--- src/hdl/mfc_pkg.sv ---
// ---------------------------------------------------------------------------
// mfc_pkg
// Constants, types and header decode tables of the MPEG-1 audio frame cutter.
// ---------------------------------------------------------------------------
package mfc_pkg;

    localparam int BLOCKS_PER_SECOND = 75;
    localparam int FRAME_SAMPLES     = 1152;

    localparam int CNT_W   = 32;
    localparam int BLK_W   = 24;
    localparam int HZ_W    = 16;
    localparam int KBPS_W  = 9;
    localparam int SIZE_W  = 11;
    localparam int MUL_A_W = CNT_W + 1;
    localparam int MUL_B_W = HZ_W;
    localparam int BPS_W   = $clog2(BLOCKS_PER_SECOND + 1);
    localparam int PROD_W  = (MUL_A_W + BPS_W > BLK_W + HZ_W) ? MUL_A_W + BPS_W
                                                               : BLK_W + HZ_W;

    localparam int ADDR_W  = 3;
    localparam int DATA_W  = 32;

    localparam logic REG_START_BLOCK = 1'b0;
    localparam logic REG_END_BLOCK   = 1'b1;

    localparam logic [10:0] SYNC_WORD    = 11'h7ff;
    localparam logic [1:0]  VER_MPEG1    = 2'd3;
    localparam logic [1:0]  LAYER_III    = 2'd1;
    localparam logic [1:0]  LAYER_II     = 2'd2;
    localparam logic [3:0]  BRI_FREE     = 4'd0;
    localparam logic [3:0]  BRI_BAD      = 4'd15;
    localparam logic [1:0]  SRI_44K1     = 2'd0;
    localparam logic [1:0]  SRI_48K      = 2'd1;
    localparam logic [1:0]  SRI_32K      = 2'd2;

    typedef struct packed {
        logic [BLK_W-1:0] start_block;
        logic [BLK_W-1:0] end_block;
    } t_cfg;

    function automatic logic [KBPS_W-1:0] kbps_of(input logic [1:0] layer,
                                                  input logic [3:0] bri);
        logic [KBPS_W-1:0] k;
        if (layer == LAYER_III) begin
            case (bri)
                4'd1:    k = 9'd32;
                4'd2:    k = 9'd40;
                4'd3:    k = 9'd48;
                4'd4:    k = 9'd56;
                4'd5:    k = 9'd64;
                4'd6:    k = 9'd80;
                4'd7:    k = 9'd96;
                4'd8:    k = 9'd112;
                4'd9:    k = 9'd128;
                4'd10:   k = 9'd160;
                4'd11:   k = 9'd192;
                4'd12:   k = 9'd224;
                4'd13:   k = 9'd256;
                4'd14:   k = 9'd320;
                default: k = 9'd0;
            endcase
        end else begin
            case (bri)
                4'd1:    k = 9'd32;
                4'd2:    k = 9'd48;
                4'd3:    k = 9'd56;
                4'd4:    k = 9'd64;
                4'd5:    k = 9'd80;
                4'd6:    k = 9'd96;
                4'd7:    k = 9'd112;
                4'd8:    k = 9'd128;
                4'd9:    k = 9'd160;
                4'd10:   k = 9'd192;
                4'd11:   k = 9'd224;
                4'd12:   k = 9'd256;
                4'd13:   k = 9'd320;
                4'd14:   k = 9'd384;
                default: k = 9'd0;
            endcase
        end
        return k;
    endfunction

    function automatic logic [HZ_W-1:0] rate_hz(input logic [1:0] sri);
        logic [HZ_W-1:0] hz;
        case (sri)
            SRI_44K1: hz = 16'd44100;
            SRI_48K:  hz = 16'd48000;
            SRI_32K:  hz = 16'd32000;
            default:  hz = 16'd0;
        endcase
        return hz;
    endfunction

    // floor(144000 * kbps / hz), padding not included
    function automatic logic [SIZE_W-1:0] frame_bytes(input logic [KBPS_W-1:0] k,
                                                      input logic [1:0] sri);
        logic [12:0]       t9;
        logic [SIZE_W-1:0] s;
        t9 = 13'(k) * 13'd9;
        case (sri)
            SRI_48K: s = 11'(k) * 11'd3;
            SRI_32K: s = t9[11:1];
            SRI_44K1: begin
                case (k)
                    9'd32:   s = 11'd104;
                    9'd40:   s = 11'd130;
                    9'd48:   s = 11'd156;
                    9'd56:   s = 11'd182;
                    9'd64:   s = 11'd208;
                    9'd80:   s = 11'd261;
                    9'd96:   s = 11'd313;
                    9'd112:  s = 11'd365;
                    9'd128:  s = 11'd417;
                    9'd160:  s = 11'd522;
                    9'd192:  s = 11'd626;
                    9'd224:  s = 11'd731;
                    9'd256:  s = 11'd835;
                    9'd320:  s = 11'd1044;
                    9'd384:  s = 11'd1253;
                    default: s = 11'd0;
                endcase
            end
            default: s = 11'd0;
        endcase
        return s;
    endfunction

endpackage

--- src/hdl/mpeg1_audio_frame_cutter.sv ---
// ---------------------------------------------------------------------------
// mpeg1_audio_frame_cutter
// Finds MPEG-1 Layer II/III frames in a byte stream and copies the frames
// that fall inside the configured start/end time window.
// ---------------------------------------------------------------------------
// channel   direction  handshake                  payload
// in        input      i_in_valid / o_in_ready    i_in_byte
// out       output     o_out_valid / i_out_ready  o_out_byte, o_frame_first,
//                                                 o_cut_last, o_run_last
// cfg       APB        psel, penable, pwrite      paddr, pwdata, prdata
//
// Body, junk and non-header bytes are taken in ST_IDLE; copied body bytes then pass
// through the output register. Valid header: states ST_M0 to ST_M4 form four products
// on the shared multiplier and compare them, then ST_EMIT sends the header bytes if copied.
// o_in_ready is low while the sequence runs or an output item is held.
// A stall on the output holds the item; reset is synchronous, active low.
// ---------------------------------------------------------------------------
module mpeg1_audio_frame_cutter
    import mfc_pkg::*;
(
    input  logic              i_clk,
    input  logic              i_rst_n,
    input  logic              i_in_valid,
    output logic              o_in_ready,
    input  logic [7:0]        i_in_byte,
    output logic              o_out_valid,
    input  logic              i_out_ready,
    output logic [7:0]        o_out_byte,
    output logic              o_frame_first,
    output logic              o_cut_last,
    output logic              o_run_last,
    input  logic              psel,
    input  logic              penable,
    input  logic              pwrite,
    input  logic [ADDR_W-1:0] paddr,
    input  logic [DATA_W-1:0] pwdata,
    output logic [DATA_W-1:0] prdata,
    output logic              pready
);

    localparam logic [2:0] ST_IDLE = 3'd0;
    localparam logic [2:0] ST_M0   = 3'd1;
    localparam logic [2:0] ST_M1   = 3'd2;
    localparam logic [2:0] ST_M2   = 3'd3;
    localparam logic [2:0] ST_M3   = 3'd4;
    localparam logic [2:0] ST_M4   = 3'd5;
    localparam logic [2:0] ST_EMIT = 3'd6;

    t_cfg w_cfg;

    logic [2:0]        r_state,    n_state;
    logic [23:0]       r_window,   n_window;
    logic [SIZE_W-1:0] r_body,     n_body;
    logic              r_sel,      n_sel;
    logic              r_final,    n_final;
    logic              r_finished, n_finished;
    logic [CNT_W-1:0]  r_count,    n_count;
    logic [31:0]       r_hdr,      n_hdr;
    logic [1:0]        r_sri,      n_sri;
    logic [1:0]        r_idx,      n_idx;
    logic [PROD_W-1:0] r_pa,       n_pa;
    logic              r_ovalid,   n_ovalid;
    logic [7:0]        r_obyte,    n_obyte;
    logic              r_ofirst,   n_ofirst;
    logic              r_ocut,     n_ocut;
    logic              r_orun,     n_orun;

    logic [31:0]        w_hdr;
    logic               w_hdr_ok;
    logic [SIZE_W-1:0]  w_size;
    logic               w_in_acc;
    logic               w_out_free;
    logic [MUL_A_W-1:0] w_mul_a;
    logic [MUL_B_W-1:0] w_mul_b;
    logic [PROD_W-1:0]  w_prod;
    logic [PROD_W:0]    w_prod_top;
    logic [MUL_A_W-1:0] w_cnt_plus;
    logic [HZ_W-1:0]    w_hz;
    logic               w_endhere;
    logic [7:0]         w_emit_byte;

    mfc_apb_regs u_regs (
        .i_clk   (i_clk),
        .i_rst_n (i_rst_n),
        .psel    (psel),
        .penable (penable),
        .pwrite  (pwrite),
        .paddr   (paddr),
        .pwdata  (pwdata),
        .prdata  (prdata),
        .pready  (pready),
        .o_cfg   (w_cfg)
    );

    mfc_mul u_mul (
        .i_clk  (i_clk),
        .i_a    (w_mul_a),
        .i_b    (w_mul_b),
        .o_prod (w_prod)
    );

    assign w_hdr      = {r_window, i_in_byte};
    assign w_hdr_ok   = (w_hdr[31:21] == SYNC_WORD) && (w_hdr[20:19] == VER_MPEG1) &&
                        ((w_hdr[18:17] == LAYER_III) || (w_hdr[18:17] == LAYER_II)) &&
                        (w_hdr[15:12] != BRI_FREE) && (w_hdr[15:12] != BRI_BAD) &&
                        (w_hdr[11:10] != 2'd3);
    assign w_size     = frame_bytes(kbps_of(w_hdr[18:17], w_hdr[15:12]), w_hdr[11:10]) +
                        SIZE_W'(w_hdr[9]);
    assign o_in_ready = (r_state == ST_IDLE) && !r_ovalid;
    assign w_in_acc   = i_in_valid && o_in_ready;
    assign w_out_free = !r_ovalid || i_out_ready;
    assign w_hz       = rate_hz(r_sri);
    assign w_cnt_plus = {1'b0, r_count} + MUL_A_W'(FRAME_SAMPLES);
    assign w_prod_top = {1'b0, w_prod} + (PROD_W+1)'(BLOCKS_PER_SECOND - 1);
    assign w_endhere  = (r_body == '0) && r_final;
    assign w_emit_byte = 8'(r_hdr >> {~r_idx, 3'b000});

    // multiplier operand select; product arrives in the next state
    always_comb begin
        case (r_state)
            ST_M0: begin
                w_mul_a = MUL_A_W'(w_cfg.start_block);
                w_mul_b = w_hz;
            end
            ST_M1: begin
                w_mul_a = {1'b0, r_count};
                w_mul_b = MUL_B_W'(BLOCKS_PER_SECOND);
            end
            ST_M2: begin
                w_mul_a = MUL_A_W'(w_cfg.end_block);
                w_mul_b = w_hz;
            end
            ST_M3: begin
                w_mul_a = w_cnt_plus;
                w_mul_b = MUL_B_W'(BLOCKS_PER_SECOND);
            end
            default: begin
                w_mul_a = '0;
                w_mul_b = '0;
            end
        endcase
    end

    always_comb begin
        n_state    = r_state;
        n_window   = r_window;
        n_body     = r_body;
        n_sel      = r_sel;
        n_final    = r_final;
        n_finished = r_finished;
        n_count    = r_count;
        n_hdr      = r_hdr;
        n_sri      = r_sri;
        n_idx      = r_idx;
        n_pa       = r_pa;
        n_ovalid   = r_ovalid && !i_out_ready;
        n_obyte    = r_obyte;
        n_ofirst   = r_ofirst;
        n_ocut     = r_ocut;
        n_orun     = r_orun;

        case (r_state)
            ST_IDLE: begin
                if (w_in_acc && !r_finished) begin
                    if (r_body != '0) begin
                        n_body = r_body - 1'b1;
                        if (r_sel) begin
                            n_ovalid = 1'b1;
                            n_obyte  = i_in_byte;
                            n_ofirst = 1'b0;
                            n_ocut   = (r_body == SIZE_W'(1)) && r_final;
                            n_orun   = 1'b1;
                            if ((r_body == SIZE_W'(1)) && r_final) begin
                                n_finished = 1'b1;
                            end
                        end
                    end else if (w_hdr_ok) begin
                        n_hdr    = w_hdr;
                        n_window = '0;
                        n_body   = w_size - SIZE_W'(4);
                        n_sri    = w_hdr[11:10];
                        n_state  = ST_M0;
                    end else begin
                        n_window = w_hdr[23:0];
                    end
                end
            end
            ST_M0: n_state = ST_M1;
            ST_M1: begin
                n_pa    = w_prod;
                n_state = ST_M2;
            end
            ST_M2: begin
                n_sel   = {1'b0, r_pa} <= w_prod_top;
                n_state = ST_M3;
            end
            ST_M3: begin
                n_pa    = w_prod;
                n_state = ST_M4;
            end
            ST_M4: begin
                n_final = r_sel && (r_pa >= PROD_W'(BLOCKS_PER_SECOND)) &&
                          ({1'b0, r_pa} <= w_prod_top);
                n_count = w_cnt_plus[CNT_W] ? '1 : w_cnt_plus[CNT_W-1:0];
                n_idx   = '0;
                n_state = r_sel ? ST_EMIT : ST_IDLE;
            end
            ST_EMIT: begin
                if (w_out_free) begin
                    n_ovalid = 1'b1;
                    n_obyte  = w_emit_byte;
                    n_ofirst = (r_idx == 2'd0);
                    n_ocut   = (r_idx == 2'd3) && w_endhere;
                    n_orun   = (r_idx == 2'd3);
                    n_idx    = r_idx + 1'b1;
                    if (r_idx == 2'd3) begin
                        n_state = ST_IDLE;
                        if (w_endhere) begin
                            n_finished = 1'b1;
                        end
                    end
                end
            end
            default: n_state = ST_IDLE;
        endcase
    end

    always_ff @(posedge i_clk) begin
        if (!i_rst_n) begin
            r_state    <= ST_IDLE;
            r_window   <= '0;
            r_body     <= '0;
            r_sel      <= 1'b0;
            r_final    <= 1'b0;
            r_finished <= 1'b0;
            r_count    <= '0;
            r_idx      <= '0;
            r_ovalid   <= 1'b0;
        end else begin
            r_state    <= n_state;
            r_window   <= n_window;
            r_body     <= n_body;
            r_sel      <= n_sel;
            r_final    <= n_final;
            r_finished <= n_finished;
            r_count    <= n_count;
            r_idx      <= n_idx;
            r_ovalid   <= n_ovalid;
        end
    end

    always_ff @(posedge i_clk) begin
        r_hdr    <= n_hdr;
        r_sri    <= n_sri;
        r_pa     <= n_pa;
        r_obyte  <= n_obyte;
        r_ofirst <= n_ofirst;
        r_ocut   <= n_ocut;
        r_orun   <= n_orun;
    end

    assign o_out_valid   = r_ovalid;
    assign o_out_byte    = r_obyte;
    assign o_frame_first = r_ofirst;
    assign o_cut_last    = r_ocut;
    assign o_run_last    = r_orun;

endmodule

--- src/hdl/mfc_apb_regs.sv ---
// ---------------------------------------------------------------------------
// mfc_apb_regs
// APB register file holding the cut start and end times.
// ---------------------------------------------------------------------------
module mfc_apb_regs
    import mfc_pkg::*;
(
    input  logic              i_clk,
    input  logic              i_rst_n,
    input  logic              psel,
    input  logic              penable,
    input  logic              pwrite,
    input  logic [ADDR_W-1:0] paddr,
    input  logic [DATA_W-1:0] pwdata,
    output logic [DATA_W-1:0] prdata,
    output logic              pready,
    output t_cfg              o_cfg
);

    logic [BLK_W-1:0] r_start_block, n_start_block;
    logic [BLK_W-1:0] r_end_block,   n_end_block;
    logic             w_wr;
    logic             w_sel_reg;

    // low address bits do not select a register
    assign w_sel_reg = paddr[2];
    assign w_wr      = psel && penable && pwrite && pready;
    assign pready    = 1'b1;

    always_comb begin
        n_start_block = r_start_block;
        n_end_block   = r_end_block;
        if (w_wr) begin
            case (w_sel_reg)
                REG_START_BLOCK: n_start_block = pwdata[BLK_W-1:0];
                REG_END_BLOCK:   n_end_block   = pwdata[BLK_W-1:0];
                default:         n_start_block = r_start_block;
            endcase
        end
    end

    always_ff @(posedge i_clk) begin
        if (!i_rst_n) begin
            r_start_block <= '0;
            r_end_block   <= '0;
        end else begin
            r_start_block <= n_start_block;
            r_end_block   <= n_end_block;
        end
    end

    always_comb begin
        case (w_sel_reg)
            REG_START_BLOCK: prdata = DATA_W'(r_start_block);
            REG_END_BLOCK:   prdata = DATA_W'(r_end_block);
            default:         prdata = '0;
        endcase
    end

    assign o_cfg.start_block = r_start_block;
    assign o_cfg.end_block   = r_end_block;

endmodule

--- src/hdl/mfc_mul.sv ---
// ---------------------------------------------------------------------------
// mfc_mul
// Shared registered multiplier used for all sample-target products.
// ---------------------------------------------------------------------------
module mfc_mul
    import mfc_pkg::*;
(
    input  logic               i_clk,
    input  logic [MUL_A_W-1:0] i_a,
    input  logic [MUL_B_W-1:0] i_b,
    output logic [PROD_W-1:0]  o_prod
);

    logic [MUL_A_W+MUL_B_W-1:0] w_full;
    logic [PROD_W-1:0]          r_prod;

    assign w_full = {{MUL_B_W{1'b0}}, i_a} * {{MUL_A_W{1'b0}}, i_b};

    always_ff @(posedge i_clk) begin
        r_prod <= w_full[PROD_W-1:0];
    end

    assign o_prod = r_prod;

endmodule

--- config.mk ---
export PLATFORM = sky130hd
export DESIGN_NAME = mpeg1_audio_frame_cutter
export DESIGN_NICKNAME = d
export VERILOG_FILES = /design/src/hdl/mfc_pkg.sv /design/src/hdl/mpeg1_audio_frame_cutter.sv /design/src/hdl/mfc_apb_regs.sv /design/src/hdl/mfc_mul.sv
export SDC_FILE = /design/constraint.sdc
export NUM_CORES = 1
export LEC_CHECK = 0
export BUFFER_PORTS_ARGS = -buffer_cell sky130_fd_sc_hd__buf_2
export CAP_MARGIN = 20
export CELL_PAD_IN_SITES_DETAIL_PLACEMENT = 2
export CELL_PAD_IN_SITES_GLOBAL_PLACEMENT = 2
export CORE_MARGIN = 3
export CORE_UTILIZATION = 41
export DETAILED_ROUTE_END_ITERATION = 7
export PLACE_DENSITY = 0.8
export SYNTH_ARGS = -nofsm -noshare
export SYNTH_HDL_FRONTEND = slang
export SYNTH_SLANG_ARGS = --single-unit
export TNS_END_PERCENT = 100
--- constraint.sdc ---
create_clock -name i_clk -period 10.2 [get_ports i_clk]
set_clock_uncertainty 0.15 [all_clocks]
set_input_delay 1.02 -clock i_clk [delete_from_list [all_inputs] [get_ports i_clk]]
set_output_delay 1.02 -clock i_clk [all_outputs]
set_load 0.02 [all_outputs]
### After elaboration in Yosys (flattened, before gate mapping)

Memories as Yosys holds them, arrays and structs flattened. A register that Yosys moved wholly into a read port is not among the register bits.
Index checks and enable logic that the tools add are counted.

| cells by class | value |
|---|---|
| add/subtract/negate cells | 6 |
| reductions and logical operators | 42 |
| mux-type cells | 57 |
| bitwise logic cells | 3 |
| $lt $le $gt $ge | 2 |
| shifts and indexed selects | 1 |
| equality and inequality tests | 42 |
| multiply operators | 3 |

Operators with widths:

| kind | number |
|---|---|
| case mux 11 bit (15 select lines) | 1 |
| case mux 33 bit (4 select lines) | 1 |
| case mux 32 bit (2 select lines) | 1 |
| case mux 16 bit (3 select lines) | 1 |
| adder 40 x 7 -> 41 bit, second input constant | 1 |
| <= comparator 40 x 41 -> 1 bit | 1 |
| >= comparator 40 x 7 -> 1 bit, second input constant | 1 |
| multiplier 33 x 16 -> 40 bit | 1 |
| equality test 9 x 6 -> 1 bit, second input constant | 4 |
| equality test 9 x 7 -> 1 bit, second input constant | 4 |
| equality test 9 x 8 -> 1 bit, second input constant | 4 |
| adder 32 x 11 -> 33 bit, second input constant | 1 |
| case mux 11 bit (3 select lines) | 1 |
| two-way mux 32 bit | 1 |
| two-way mux 8 bit | 4 |
| case mux 16 bit (2 select lines) | 1 |
| >> shifter 32 x 5 -> 8 bit | 1 |
| equality test 9 bit, second input constant | 3 |
| two-way mux 24 bit | 1 |
| two-way mux 1 bit | 23 |
| two-way mux 11 bit | 2 |
| case mux 3 bit (7 select lines) | 1 |
| two-way mux 3 bit | 6 |
| logical AND 1 bit | 16 |
| 38 further kinds | 75 |

| storage, ports and cells | value |
|---|---|
| logic and storage cells | 177 |
| input bits | 50 |
| output and inout bits | 46 |
| register bits | 249 |
| memories | 2 |
| memory bits (read-only) | 192 |

Memory list:

| memory | words | width | rd ports | clocked after Yosys merged registers in | write ports | line | source |
|---|---|---|---|---|---|---|---|
| (no name shown) | 16 | 6 | 1 | 1 | 0 | mfc_pkg.sv:46 | `case (bri)` |
| (no name shown) | 16 | 6 | 1 | 1 | 0 | mfc_pkg.sv:64 | `case (bri)` |

### Logic depth before layout (Yosys ltp)

Gate-level depths: netlist (run 1).

| logic depth | value |
|---|---|
| depth after elaboration | 10 |
| depth in mapped cells | 32 |
| depth with buffers taken out | 30 |

### Cells and area by module

From an unflattened synthesis (run 1), not the netlist that was laid out.

| second synthesis, totals | value |
|---|---|
| cells, all modules | 3209 |
| area total of the unflattened synthesis | 28886.5 sq um |

By module, submodules not included:

| module | instances | cells an instance | area each (sq um) |
|---|---|---|---|
| mfc_mul | 1 | 1778 | 15741.3 |
| mpeg1_audio_frame_cutter | 1 | 1210 | 10956.8 |
| mfc_apb_regs | 1 | 221 | 2188.3 |

### Worst setup path after synthesis (run 1)

OpenSTA, ideal clock, no wires.

| timing path | value |
|---|---|
| kind | register to register |
| start point | register r_state[2] |
| end point | register u_mul.r_prod[37], in the netlist u_mul.o_prod[37] |
| cell stages (with the launch flop) | 30 |
| setup time | 95 ps |
| clock period less this slack | 8182 ps |
| arrival time | 7936 ps |
| path buffers | 1 |
| path slack | 2018 ps |
| cell sequence | dfxtp_1 > nor2b_1 > clkbuf_1 > o21ai_1 > inv_1 > nand2_1 > clkinv_1 > a21oi_1 > nor2_1 > inv_1 > fa_1 > inv_1 > fa_1 > inv_1 > fa_1 > inv_1 > fa_1 > inv_1 > fa_1 > inv_1 > fa_1 > ha_1 > a211oi_1 > a32o_1 > nor3_1 > o41a_2 > nor3_2 > nor4b_1 > nor2_1 > o311ai_1 |

| between the ends | value |
|---|---|
| word-level cells in the longest chain between the ends | 4 |

RTL lines:

| element | line | source |
|---|---|---|
| from (decl) | mpeg1_audio_frame_cutter.sv:51 | `logic [2:0] r_state, n_state;` |
| from (signal assigned) | mpeg1_audio_frame_cutter.sv:240 | `r_state <= n_state;` |
| equality test 3 bit (tied with other cells) | mpeg1_audio_frame_cutter.sv:120 | `case (r_state)` |
| OR reduction 2 bit (no line) | n/a |  |
| case mux 16 bit (2 select lines) | mpeg1_audio_frame_cutter.sv:120 |  |
| multiplier 33 x 16 -> 40 bit (*) | mfc_mul.sv:17 | `assign w_full = {{MUL_B_W{1'b0}}, i_a} * {{MUL_A_W{1'b0}}, i_b};` |
| via u_mul.w_full[37] | mfc_mul.sv:14 | `logic [MUL_A_W+MUL_B_W-1:0] w_full;` |
| to (signal assigned) | mfc_mul.sv:20 | `r_prod <= w_full[PROD_W-1:0];` |
| to (decl) | mfc_mul.sv:15 | `logic [PROD_W-1:0] r_prod;` |

Mark *: on every way through the listed nets, which the timed path passes. The rest lies on a longest branch.
A chain may end at the register's enable or synchronous reset.

### Final worst setup path (run 1)

| timing path | value |
|---|---|
| start point | register r_state[2] |
| end point | register u_mul.r_prod[34], in the netlist u_mul.o_prod[34] |

The elaborated chain is that of the path after synthesis.

==> results summary, run 1 <==
Routability-driven placement finished with a final weighted congestion of around 0.86. The routed layout has ~21000 vias. The most instantiated library cell after synthesis is inv_1. The final non-filler cell area came out at 28300 um^2. For this run, the number of Yosys warnings is 0.

The depth of the most critical reg-to-reg path came out at 25. Synthesis handed over a netlist of about 2800 instances. The routed length per placed instance is 23.9 um. For this run, the leading register cell type out of synthesis is dfxtp_1.

Adding up every negative setup slack in the final design gives 0 ns. The unique cell type count in the Yosys netlist came out at just under 90. The via count normalized by instance count came out at between 5 and 6.

Of the total synthesized cell area, the portion taken by AND, OR, NAND and NOR gates is 0.145. Summed over all instances, the cell type with the most area after synthesis is fa_1. The share of synthesized area occupied by flip-flops and latches came out at 0.229. The number of rows created at floorplan came out at 91.

Buffers placed on the I/O ports in this run total 76. The number of nets at the end of the flow came out at ~3500. The area fraction in compound gates after synthesis came out at 0.114. The critical path data arrival time came out at around 10 ns.

The async set-or-reset flop fraction in the synthesized netlist came out at 0. The combined global-route utilization of all metal layers came out at 0.272. The number of hold-repair buffers added at the cts stage came out at 0.

Compared with the post-synthesis result, the final layout area differs by 9.64%. The cell area after synthesis came out at about 26000 um^2. The critical path capture point is u_mul.o_prod[34]. The synthesized flop and latch total came out at 253. The tightest min-delay check is of the reg2reg type. The post-synthesis share of cell area spent on xor and xnor gates came out at 0.0367. The critical path starts at r_state[2].

From left edge to right edge, the die measures 257 um. The total length of routed wires is between 80000 and 90000 um. The area of the die is about 66000 um^2. The number of hold violations in the final report is 0. The area of placed instances came out at about 27000 um^2. The later pin in the worst-skew pair is clocked with a latency of 0.63 ns. TritonCTS built the clock tree.

The number of buffers on the longest clock path came out at 3. Yosys mapped a number of flops with a built-in enable equal to between 80 and 90. The final-report setup violation count came out at 0. In the final layout, the share of cells above drive strength 1 is 0.0889. Of the total synthesized cell area, the portion taken by full adders, half adders and majority gates is 0.352.

The classification of the worst setup path is reg2reg. The number of buffers inserted by post-CTS setup repair came out at 0. The final worst-path cycle share is 0.949. Dividing the synthesized area by the synthesized cell count gives 9.14 um^2. For this block, the initial DRC count from the detailed router was between 900 and 1000. Counting instances in the post-synthesis netlist gives the leading cell types as inv_1 (467), fa_1 (335), nand2_1 (265). The DRC violation count after routing is 0.

The floorplan step defined a core boundary enclosing approximately 62000 um^2. The portion of netlist area occupied by mux cells came out at 0.0359. For this run, the detailed router's first-pass iteration total came to 5.

The CTS root buffer is clkbuf_16. Along the worst path, the maximum fanout reaches 19. The maximum number of pins on one net before global-route repair came out at 61. In this run the critical register-to-register path is launched from r_state[2].

The analysis attributes to cell leakage a power of about 0.013 uW. The dominant combinational cell family by area after synthesis is adder cells. The max-slew violation count came to 0. STA classifies the critical path startpoint as a flop.

Max-cap violations in this run came to 0. The first global-routing pass estimated roughly 140000 um of wire. The number of top-level pins is between 90 and 100. In this run the remaining antenna-violating nets after routing total 0. The headroom to the max-slew limit came out at 0.288. The flow ran to the end, and the final reports show no timing, DRC or antenna violations.

The initial antenna violation count came to 1. The setup slack on the worst flop-to-flop path came out at roughly 0.52 ns. The via count of the first global-routing pass was roughly 24000. In this run the number of H-tree levels came out at 1. After clock tree synthesis, the clock-pin slew on the worst setup and hold paths is roughly 0.06 ns.

The power per cell area came out at roughly 130 nW/um^2. In this run, CTS created clock tree buffers numbering 31. The final period demand of the worst path came out at around 9.7 ns.

At the pin with the least slew margin, the transition time is around 1.1 ns. 0 antenna diodes ended up in the layout. The HPWL reported at the end of detailed placement is approximately 72000 um.

For the worst setup path, the data required time is roughly 11 ns. The maximum ir drop on the vdd rail is 0.136 mV. Yosys attributes the largest share of cell area to fa_1 (26%), dfxtp_1 (13%), edfxtp_1 (9.7%). The top cell type's share of synthesized area came out at 0.260. The worst setup path is captured at a flop. The achievable clock frequency is slightly above 100 MHz. The total overflow reported by the global router is 0. The die outline height came out at about 260 um. The CTS sink count is ~250. The initial cell density of the core came out at 0.416. The capture instance of the worst register-to-register path is u_mul.o_prod[34]. Setup repair after global routing left no endpoint under its margin.
[per-layer routing]
metal	part of all wire	global-route usage	wire, um
met2	0.54	0.516	48300
met5	0.00014	0	13
met1	0.38	0.299	33800
met4	0.052	0.122	4640
met3	0.034	0.0377	3050
[registers in the layout, indices dropped and copies added (netlist names), named ones only]
signal                cells
r_pa                     40
r_body                   11
o_out_valid               1
r_hdr                    32
r_sel                     1
u_mul.o_prod             40
r_count                  26
r_final                   1
u_regs.r_start_block     24
r_idx                     2
u_regs.r_end_block       24
o_frame_first             1
o_run_last                1
r_state                   3
r_finished                1
o_out_byte                8
r_window                 24
o_cut_last                1
[how the worst min path moves through the flow]
stage | from | slack [ns] | end | depth (start not counted)
3_5_place_dp | r_window[16] | 0.31 | r_hdr[24] | 0
4_1_cts | r_body[10] | 0.32 | r_body[10] | 2
2_1_floorplan | u_mul.o_prod[0] | 0.26 | r_pa[0] | 0
6_report | r_window[16] | 0.32 | r_hdr[24] | 0
5_1_grt | r_window[16] | 0.33 | r_hdr[24] | 0
3_3_place_gp | r_window[0] | 0.29 | r_hdr[8] | 0
[what timing repair did]
| action | 4_1_cts | 5_1_grt |
|---|---|---|
| hold endpoints to repair | 0 | 0 |
| setup endpoints to repair | 0 | 2 |
| gates resized for setup | 0 | 4 |
[cell type report]
cell class	instances	area, um^2
flip-flops and latches	253	5900
clock buffers	35	842
well taps	837	1050
clock inverters	23	249
multi-input cells	2039	17900
repair buffers	105	606
fillers	6750	33700
inverters	469	1760
[power breakdown]
part | switching (uW) | total [uW] | internal, uW
logic | 809 | 1280 | 473
registers | 57.0 | 1160 | 1100
clock network | 498 | 1200 | 698
total | 1360 | 3640 | 2280
[per-stage QoR]
| step | power (uW) | utilization | setup slack [ns] | hold WS (ns) | cells |
|---|---|---|---|---|---|
| floorplan | 2070 | - | 2.02 | 0.262 | 2874 |
| global placement | 2380 | 0.438 | 0.977 | 0.294 | 3700 |
| detailed placement | 2450 | 0.438 | 0.476 | 0.309 | 3700 |
| CTS | 3660 | 0.456 | 0.425 | 0.322 | 3758 |
| global route | 3860 | 0.456 | 0.00152 | 0.328 | 3761 |
| finish | 3640 | 0.456 | 0.523 | 0.317 | 3761 |
[logic make-up (layout without fill, tap and decap cells)]
kind of cell / Yosys count / count (layout)
simple gates: 807 / 807
buf+inv: 582 / 632
fa+ha+maj: 525 / 525
compound gates: 471 / 471
flops: 253 / 253
xor+xnor: 108 / 108
mux: 74 / 74
other cells: 2 / 54
[placed cells by master (no fill, tap or decap), drive strengths merged, types with 7 or more instances in the layout]
master,n
a2111oi,7
a211o,10
a211oi,15
a21o,29
a21oi,195
a22oi,12
a311oi,13
a31oi,14
and2,12
and3,21
buf,105
clkbuf,35
clkinv,12
conb,54
dfxtp,170
edfxtp,83
fa,335
ha,190
inv,471
mux2,48
mux2i,17
mux4,9
nand2,268
nand2b,45
nand3,76
nand4,30
nor2,240
nor2b,19
nor3,30
nor4,23
o21a,13
o21ai,98
o311ai,7
o31ai,15
or2,11
or3,10
xnor2,63
xor2,45
[critical path: stages, from the launching register on]
cell	delay, ns
dfxtp_1	0.51
nor2b_1	0.23
buf_4	0.21
o21ai_1	0.31
inv_1	0.13
nand2_1	0.43
clkinv_1	0.61
a21oi_1	0.85
nand2b_1	0.28
fa_1	0.47
fa_1	0.58
inv_1	0.07
fa_1	0.53
inv_1	0.06
fa_1	0.50
fa_1	0.55
inv_1	0.06
fa_1	0.49
ha_1	0.40
nand4_1	0.18
a2111oi_0	0.52
and3_1	0.35
o21ai_1	0.13
a41oi_2	0.45
a31oi_1	0.22
o311ai_1	0.32
Power figures use the tool's default switching activity.
==> run 2: changes to the inputs <==
Settings changed: CORE_MARGIN 3 to 1.5, CORE_UTILIZATION 41 to 23, PLACE_DENSITY 0.8 to 0.49.
==> results summary, run 2 (synthesis results as in run 1) <==
The flow ran to the end, and the final reports show no timing, DRC or antenna violations. The initial cell density of the core was 0.232 (-0.184). The final worst-path cycle share is 0.907 (-0.0413). The initial antenna violation count is 4 (+3). The clock insertion delay at the later pin of the skew report came out at 0.57 ns (-0.06 ns). The depth of the most critical reg-to-reg path came to 25 (unchanged). The maximum ir drop on the vdd rail came out at 0.0814 mV (-40%). The hold path depth is 0 (unchanged). The HPWL reported at the end of detailed placement was 75600 um (+5.6%). The clock-pin transition on the worst setup and hold timing paths is 0.05 ns (about the same). TritonCTS built the clock tree. The total core area came to 111000 um^2 (+79%). The number of hold violations in the final report is 0 (unchanged).

The number of vias in the routed layout is 20000 (-3.4%). The area of the die is 114000 um^2 (+73%). The fraction of the core area covered by cells at the end of the flow is 0.263 (-0.193). The global-route wire length before repair came to 145000 um (+3.4%). The most frequent standard cell in the layout excluding fill and tap cells is inv_1. The detailed router's first-iteration violation count came out at 690 (-31%).

The maximum number of pins on one net before global-route repair came out at 76 (+25%). The part of the power in registers is 0.317 (-0.002). For hold timing, the worst endpoint is r_pa[0].

The static leakage came out at 0.0127 uW (+0.72%). The peak per-stage delay on the critical path is 0.94 ns (+0.09 ns). The number of rows created at floorplan is 122 (+34%). The area added between synthesis and finish came out at 13.4%. The fraction of power spent switching nets is 0.376 (+0.00116).

The switching component of the power came out at 1380 uW (+1.0%). The path length in cells of the critical path is 25 (unchanged). The fraction of final layout cells sized beyond drive strength 1 came out at 0.0921 (+0.00313). STA classifies the critical path endpoint as a flop. The max-slew violation count is 0 (unchanged). The CTS root buffer is clkbuf_16. The setup slack on the worst flop-to-flop path was 0.94 ns (+0.42 ns). The power per cell area was 125 nW/um^2 (-2.6%). Setup repair after global routing left no endpoint under its margin. The part of the power in the clock network came to 0.341 (+0.012). The number of buffers and inverters on the critical path is 5 (-1). The total overflow reported by the global router came out at 0 (unchanged). The combinational fraction of design power was 0.342 (-0.010).

The routed length per placed instance is 20.7 um (-13%). The clock buffer count from CTS is 35 (+13%). The critical path's slowest cell is a21oi_1.

The number of hold-repair buffers added at the cts stage came out at 0 (unchanged). The worst register-to-register path ends at u_mul.o_prod[37]. The final-report setup violation count came out at 0 (unchanged).

The combined global-route utilization of all metal layers came to 0.167 (-0.105). The number of nets still failing antenna checks after routing is 0 (unchanged). The achievable clock frequency is 108 MHz (+4.6%). The number of buffers on the longest clock path came to 3 (unchanged).

The count of H-tree levels built during CTS is 2 (+1). The DRC violation count after routing was 0 (unchanged). The via count normalized by instance count is 4.51 (-18%).

Grouping stages by cell kind, the critical path spends the most delay in adder cells. The number of top-level pins came out at 96 (unchanged). The via count of the first global-routing pass came to 23500 (-3.0%). The CTS sink count is 253 (unchanged). The max capacitance violation total came to 0 (unchanged). The horizontal die dimension is 338 um (+32%). The critical path required time came out at 10.51 ns (-0.06 ns).

The number of port buffers is 76 (unchanged). The die outline height is 338 um (+32%). The setup TNS is 0 ns (unchanged). The slew at the pin closest to its max-slew limit was 1.04 ns (-0.0258 ns). In the layout the commonest cells are inv_1 (467), fa_1 (335), nand2_1 (265). The first-pass iteration count of the detailed router was 4 (-1). The headroom to the max-slew limit came out at 0.306 (+0.0175). The number of nets at the end of the flow came to 3492 (+0.52%).

The internal power of the cells came out at 2290 uW (+0.50%). The critical path data arrival time was 9.57 ns (-0.47 ns). The critical path is of the reg2reg type.

The routability congestion estimate from global placement was 0.826 (-4.4%). The biggest fanout along the worst timing path is 14 (-5). The final period demand of the worst path is 9.26 ns (-0.422 ns).

The launch point of the worst reg-to-reg path is r_state[1]. The source of the worst hold timing path is u_mul.o_prod[0]. The number of cells upsized or downsized after cts came to 0 (unchanged).

The number of buffers inserted by post-CTS setup repair was 0 (unchanged). The path class of the tightest hold or removal check is reg2reg. The kind of start point of the critical path is a flop.

The cell seen most often among critical-path stages is fa_1. The total length of routed wires is 92000 um (+2.5%).
-- run 2: cell type report --
type | instances | area, um^2
Antenna cell | 1 | 2.50
Clock buffer | 41 | 938
Clock inverter | 23 | 213
Fill cell | 12500 | 81800
Inverter | 469 | 1760
Multi-Input combinational cell | 2039 | 17800
Sequential cell | 253 | 5900
Tap cell | 1488 | 1860
Timing Repair Buffer | 119 | 703
-- run 2: worst register-to-register path, cell delays in order, from the launching register on --
cell	delay [ns]
dfxtp_2	0.33
nor2b_1	0.14
o21ai_1	0.32
buf_4	0.25
inv_1	0.08
nand2_1	0.32
clkinv_1	0.50
a21oi_1	0.94
nor2_1	0.26
fa_1	0.53
fa_1	0.52
fa_1	0.54
inv_1	0.05
fa_1	0.50
fa_1	0.56
inv_1	0.06
fa_1	0.48
ha_1	0.42
o21a_1	0.16
o21ai_0	0.17
nor3_1	0.25
o41a_2	0.22
nor3_2	0.10
nor4b_1	0.81
nor2_1	0.18
o311ai_1	0.32
-- run 2: metrics by stage --
stage	instances	hold WS (ns)	cell area [um^2]	power, uW	worst slack (ns)
CTS	4432	0.307	29200	3750	0.744
finish	4433	0.302	29200	3670	0.944
detailed placement	4368	0.293	28100	2460	0.749
floorplan	2874	0.262	26000	2070	2.02
global route	4433	0.310	29200	3930	0.233
global placement	4368	0.287	28100	2410	0.986
-- run 2: how the worst max path moves through the flow --
stage,from,end
floorplan,r_state[2],u_mul.o_prod[37]
global placement,r_state[1],u_mul.o_prod[37]
detailed placement,r_state[1],u_mul.o_prod[37]
CTS,r_state[1],u_mul.o_prod[37]
global route,r_state[1],u_mul.o_prod[37]
finish,r_state[1],u_mul.o_prod[37]
-- run 2: power by group through the flow --
stage                     combinational (uW)  sequential, uW  clock, uW
after global routing                    1420            1170       1340
after floorplan                          903            1160          0
after CTS                               1280            1160       1300
after detailed placement                1270            1180          0
after global placement                  1230            1180          0
final                                   1260            1160       1250
-- run 2: layer usage --
layer	global-route usage	routed length, um	vias to the layer above
met5	0	0	-
li1	-	-	9377
met4	0.0392	2010	0
met3	0.0169	1860	103
met2	0.312	48400	170
met1	0.203	39700	10400
